**src/design/vgsr_pkg.sv**
```systemverilog
// ----------------------------------------------------------------------------
// vgsr_pkg: shared types and constants of the glyph string rasterizer
// Request and result beats, command/status bundles and request codes.
// ----------------------------------------------------------------------------
package vgsr_pkg;

    // request codes
    localparam logic [1:0] REQ_CLEAR   = 2'd0;
    localparam logic [1:0] REQ_DECLARE = 2'd1;
    localparam logic [1:0] REQ_DATA    = 2'd2;
    localparam logic [1:0] REQ_READ    = 2'd3;

    // status codes
    localparam logic [1:0] ST_OK      = 2'd0;
    localparam logic [1:0] ST_OUTSIDE = 2'd1;
    localparam logic [1:0] ST_FULL    = 2'd2;
    localparam logic [1:0] ST_NODATA  = 2'd3;

    localparam logic [14:0] WIDTH_LIMIT = 15'd32767;
    localparam logic [5:0]  PAGE_LIMIT  = 6'd63;
    localparam logic [3:0]  GAP_RESET   = 4'd2;

    typedef struct packed {
        logic [1:0]  req_type;
        logic [7:0]  glyph_width;
        logic [7:0]  glyph_height;
        logic [7:0]  glyph_length;
        logic [7:0]  data_byte;
        logic [11:0] read_address;
    } t_req;

    typedef struct packed {
        logic [7:0]  read_data;
        logic [14:0] total_width;
        logic [7:0]  total_height;
        logic [1:0]  status;
    } t_res;

    // controller to datapath
    typedef struct packed {
        logic accept;
        logic clear_init;
        logic clear_step;
        logic declare;
        logic tab_rd;
        logic skip;
        logic bit_init;
        logic bit_calc;
        logic drop;
        logic mem_rd;
        logic mem_wr;
        logic bit_next;
        logic advance;
        logic set_nodata;
        logic read_issue;
        logic read_take;
    } t_cmd;

    // datapath to controller
    typedef struct packed {
        logic       clr_last;
        logic [1:0] req_type;
        logic       no_glyph;
        logic       len_zero;
        logic       bit_set;
        logic       page_full;
        logic       idx_out;
        logic       bit_last;
    } t_stat;

    // clamp a grown width to the width limit
    function automatic logic [14:0] sat_width(input logic [15:0] v);
        logic [14:0] r;
        r = (v > {1'b0, WIDTH_LIMIT}) ? WIDTH_LIMIT : v[14:0];
        return r;
    endfunction

endpackage

```
**src/design/vgsr_ctrl.sv**
```systemverilog
// ----------------------------------------------------------------------------
// vgsr_ctrl: sequencer of the glyph string rasterizer
// Steps each request through clear, declare, table fetch, per-pixel read-modify-write or store read.
// ----------------------------------------------------------------------------
module vgsr_ctrl
    import vgsr_pkg::*;
(
    input  logic  i_clk,
    input  logic  i_rst_n,
    input  logic  i_start,
    input  t_stat i_stat,
    output t_cmd  o_cmd,
    output logic  o_busy,
    output logic  o_done
);
    typedef enum logic [3:0] {
        S_IDLE, S_CLR, S_DECL, S_FETCH, S_TAB, S_BIT, S_CHK, S_WR, S_ADV,
        S_RD, S_RDW, S_DONE
    } t_state;

    t_state r_state, n_state;
    logic   r_report;

    // decode commands and next state
    always_comb begin
        o_cmd   = '0;
        n_state = r_state;
        case (r_state)
            S_IDLE: begin
                if (i_start) begin
                    o_cmd.accept = 1'b1;
                    case (i_stat.req_type)
                        REQ_CLEAR:   begin o_cmd.clear_init = 1'b1; n_state = S_CLR; end
                        REQ_DECLARE: n_state = S_DECL;
                        REQ_DATA:    n_state = S_FETCH;
                        default:     n_state = S_RD;
                    endcase
                end
            end
            S_CLR: begin
                o_cmd.clear_step = 1'b1;
                if (i_stat.clr_last) n_state = r_report ? S_DONE : S_IDLE;
            end
            S_DECL: begin
                o_cmd.declare = 1'b1;
                n_state = S_DONE;
            end
            S_FETCH: begin
                if (i_stat.no_glyph) begin
                    o_cmd.set_nodata = 1'b1;
                    n_state = S_DONE;
                end else begin
                    o_cmd.tab_rd = 1'b1;
                    n_state = S_TAB;
                end
            end
            S_TAB: begin
                if (i_stat.len_zero) begin
                    o_cmd.skip = 1'b1;
                    n_state = S_FETCH;
                end else begin
                    o_cmd.bit_init = 1'b1;
                    n_state = S_BIT;
                end
            end
            S_BIT: begin
                if (i_stat.bit_set && !i_stat.page_full) begin
                    o_cmd.bit_calc = 1'b1;
                    n_state = S_CHK;
                end else begin
                    o_cmd.bit_next = 1'b1;
                    if (i_stat.bit_last) n_state = S_ADV;
                end
            end
            S_CHK: begin
                if (i_stat.idx_out) begin
                    o_cmd.drop     = 1'b1;
                    o_cmd.bit_next = 1'b1;
                    n_state = i_stat.bit_last ? S_ADV : S_BIT;
                end else begin
                    o_cmd.mem_rd = 1'b1;
                    n_state = S_WR;
                end
            end
            S_WR: begin
                o_cmd.mem_wr   = 1'b1;
                o_cmd.bit_next = 1'b1;
                n_state = i_stat.bit_last ? S_ADV : S_BIT;
            end
            S_ADV: begin
                o_cmd.advance = 1'b1;
                n_state = S_DONE;
            end
            S_RD: begin
                o_cmd.read_issue = 1'b1;
                n_state = S_RDW;
            end
            S_RDW: begin
                o_cmd.read_take = 1'b1;
                n_state = S_DONE;
            end
            S_DONE:  n_state = S_IDLE;
            default: n_state = S_IDLE;
        endcase
    end

    // hold state; a reset clears the store without reporting a beat
    always_ff @(posedge i_clk) begin
        if (!i_rst_n) begin
            r_state  <= S_CLR;
            r_report <= 1'b0;
        end else begin
            r_state <= n_state;
            if (o_cmd.accept) r_report <= 1'b1;
        end
    end

    assign o_busy = (r_state != S_IDLE);
    assign o_done = (r_state == S_DONE);

endmodule

```
**config.mk**
```make
export PLATFORM = sky130hd
export DESIGN_NAME = vgsr_ctrl
export DESIGN_NICKNAME = d
export VERILOG_FILES = /design/src/design/vgsr_pkg.sv /design/src/design/vgsr_ctrl.sv
export SDC_FILE = /design/constraint.sdc
export NUM_CORES = 1
export LEC_CHECK = 0
export BUFFER_PORTS_ARGS = -buffer_cell sky130_fd_sc_hd__buf_2
export CAP_MARGIN = 5
export CORE_MARGIN = 2
export CORE_UTILIZATION = 45
export DETAILED_ROUTE_END_ITERATION = 8
export PLACE_DENSITY = 0.8
export SYNTH_ARGS = -nofsm -noshare
export SYNTH_HDL_FRONTEND = slang
export SYNTH_SLANG_ARGS = --single-unit
```
**constraint.sdc**
```tcl
create_clock -name i_clk -period 1.7 [get_ports i_clk]
set_input_delay 0.17 -clock i_clk [delete_from_list [all_inputs] [get_ports i_clk]]
set_output_delay 0.17 -clock i_clk [all_outputs]
set_load 0.05 [all_outputs]
```
==> impl_metrics.csv <==
group,metric,value,unit
clock_tree,cts_root_buffer,"clkbuf_4",
timing,worst_slack,0.0275,ns
placement,gp_congestion,0.866,
cells_and_area,final_area,935,µm²
placement,pre_cts_slack,0.109,ns
timing,period_needed,1.67,ns
timing,whs,0.154,ns
timing,fmax,598,MHz
min_path,hp-class,"in -> reg",
route,drtIter0Drc,19,
power,p_per_area,1620,nW/µm²
global_route,grt_pass1_wl,2.69,mm
cells_and_area,area_delta_synth_final,45.0,%
route,wirelength,1.84,mm
route,dr.pass1.iters,5,
route,drc,0,
global_route,grt_overflow,0,
power,power.internal,0.716,mW
clock_tree,clock_latency,0.26,ns
timing,hold_viol,0,
cells_and_area,diodes,0,
synthesis,synthesis.nets,101,
die,dieArea,1750,µm²
power,clkPwrFrac,9.7,%
synthesis,synth-seq-cells,5,
placement,port_buffers,29,
synthesis,yosysSeqAreaShare,15.5,%
timing,worstMarginPinSlew,0.330,ns
setup_path,cp_cell_sequence,"buf_6, nor4_4, and3_1, buf_6",
clock_tree,cts_hold_buffers,0,
clock_tree,htreeDepth,1,
synthesis,synth_edf_count,0,
setup_path,cp.required,1.53,ns
route,via_per_inst,5.63,
cells_and_area,nFillCells,105,
timing,setup_tns,0,ns
global_route,grt_max_degree,16,
power,power.leakage,0.467,nW
die,io_pins,30,
cells_and_area,drive_gt1_share,47.2,%
setup_path,crit_arrival,1.50,ns
die,die_height,41.8,µm
route,antenna_left,0,
timing,finalClockSkew,0.0129,ns
synthesis,synth_top_area_share,15.5,%
timing,maxSlewViolCount,0,
setup_path,crit_path_end_kind,"output pin",
synthesis,synth_top_cell_by_area,"dfxtp_1",
timing,relSlewSlack,77.9,%
setup_path,cp_top_family,"simple AND/OR/NAND/NOR gates",
timing,setup_viol_count_final,0,
setup_path,cp_max_fo,6,
synthesis,ys_warn_count,0,
power,switching_share,52.7,%
power,switchingPower,0.797,mW
global_route,first_global_vias,637,
outcome,status,"finished, final reports clean",
clock_tree,clk_pin_slew,0.05,ns
setup_path,crit_slowest_cell,"nor4_4",
global_route,grt_use_met3,6.96,%
power,peakVddDrop,1.01,mV
cells_and_area,utilization,70.9,%
synthesis,synthArstFlopShare,0,%
setup_path,cp_common_cell,"buf_6",
placement,dp_hpwl,1.30,mm
clock_tree,clock-sinks,5,
flow_run,maxCapViolations,0,
die,core_area,1320,µm²
setup_path,cp_slowest_stage_delay,0.37,ns
synthesis,synth_flop_cell,"dfxtp_1",
setup_path,critical_path_buf_inv_count,2,
synthesis,synthCells,86,
placement,dpl_cell_area,828,µm²
die,die_w,41.8,µm
timing,min_period_over_period,98.4,%
clock_tree,cts_tree,"yes",
clock_tree,cts_buffers,3,
power,power_frac_comb,71.3,%
synthesis,syn_area,644,µm²
global_route,track_usage,20.0,%
route,routedWlPerCell,13.3,µm
die,rows,13,
die,start_util,48.9,%
global_route,use_met1,24.5,%
setup_path,start_kind,"flop",
power,seq_power_share,19.1,%
synthesis,synth_area_leaders,"dfxtp_1 (16%), buf_6 (7.0%), ha_1 (5.8%)",
synthesis,ys_types,37,
setup_path,criticalPathCategory,"reg -> out",
global_route,grt_most_used_layer,"met2",
global_route,use_met2,31.9,%
clock_tree,cts_buffer_depth,2,
global_route,antenna_found_initial,0,
synthesis,syn_avg_cell_area,7.49,µm²
cells_and_area,nNetsFinal,139,
route,vias,777,
routing by layer:
layer	up-vias	wire, µm	part of all wire (%)
met2	50	901	49
met3	4	172	9.4
met5	-	0	0
met1	346	734	40
li1	377	-	-
met4	0	27	1.5
cell usage in the layout, fill, tap and decap left out, drive strengths merged:
cell	count
a211oi	1
a21o	1
a21oi	4
a22o	1
a22oi	1
a311o	1
a31oi	2
and2	2
and3	2
and3b	1
and4bb	1
buf	38
clkbuf	5
dfxtp	5
ha	3
inv	7
mux2	1
mux2i	1
nand2	7
nand2b	4
nand3b	1
nand4bb	1
nor2	8
nor2b	2
nor3	8
nor4	3
o211ai	1
o21a	1
o21ai	4
o31a	1
o32ai	1
or2	1
or2b	2
or3	1
synthesized netlist by cell type (all sizes together), types with 2 or more instances:
| cell type | count |
|---|---|
| nor2 | 8 |
| nor3 | 8 |
| inv | 7 |
| nand2 | 7 |
| buf | 6 |
| dfxtp | 5 |
| a21oi | 4 |
| nand2b | 4 |
| o21ai | 4 |
| ha | 3 |
| nor4 | 3 |
| a31oi | 2 |
| and2 | 2 |
| and3 | 2 |
| nor2b | 2 |
| or2b | 2 |
worst reg2reg max path, stage by stage, from the launching register on:
cell and delay, ns:
dfxtp_4 0.36, buf_4 0.14, buf_4 0.13, mux2_1 0.32, o32ai_2 0.17, or2_1 0.17
a31oi_1 0.05
worst paths after layout:
check	end	startpoint	slack, ns	depth (start not counted)
max	o_cmd[14]	r_state[0]$_SDFFE_PN1P_	0.03	4
min	r_state[0]$_SDFFE_PN1P_	i_rst_n	0.15	2
min reg2reg	r_report$_SDFFE_PN0P_	r_report$_SDFFE_PN0P_	0.48	1
max reg2reg	r_state[3]$_SDFFE_PN0P_	r_state[0]$_SDFFE_PN1P_	0.23	6
registers in the layout (all words and copies together), names as in the netlist:
| register | count |
|---|---|
| r_report | 1 |
| r_state | 4 |
cell families after synthesis:
family,share of synthesized area (%)
adders and majority gates,5.83
buffers and inverters,12.6
AOI/OAI and AO/OA,20.8
and+or+nand+nor,41.9
muxes,3.30
DFF,15.5
through the flow:
step	instances	power, mW
detailed placement	129	1.22
finish	138	1.51
CTS	133	1.37
global placement	129	1.19
global route	138	1.60
floorplan	86	1.06
power groups by stage:
stage	combinational (mW)	clock (mW)	sequential [mW]
after CTS	0.949	0.149	0.277
after floorplan	0.870	0	0.192
after global routing	1.14	0.159	0.298
after global placement	0.924	0	0.269
after detailed placement	0.944	0	0.274
final	1.08	0.146	0.289
area by class of cell:
class / count / area, µm² / share of cell area (%)
Inverter: 7 / 26.3 / 2.81
Clock buffer: 4 / 26.3 / 2.81
Timing Repair Buffer: 39 / 248 / 26.5
Sequential cell: 5 / 113 / 12.0
Multi-Input combinational cell: 68 / 503 / 53.8
Tap cell: 15 / 18.8 / 2.01
timing repair:
item,CTS,global route
resized for setup,5,14
pin swaps,0,2
buffers inserted,0,5
hold endpoints to repair,0,0
setup endpoints to repair,14,10
No activity file was read; power rests on OpenSTA's default activity.
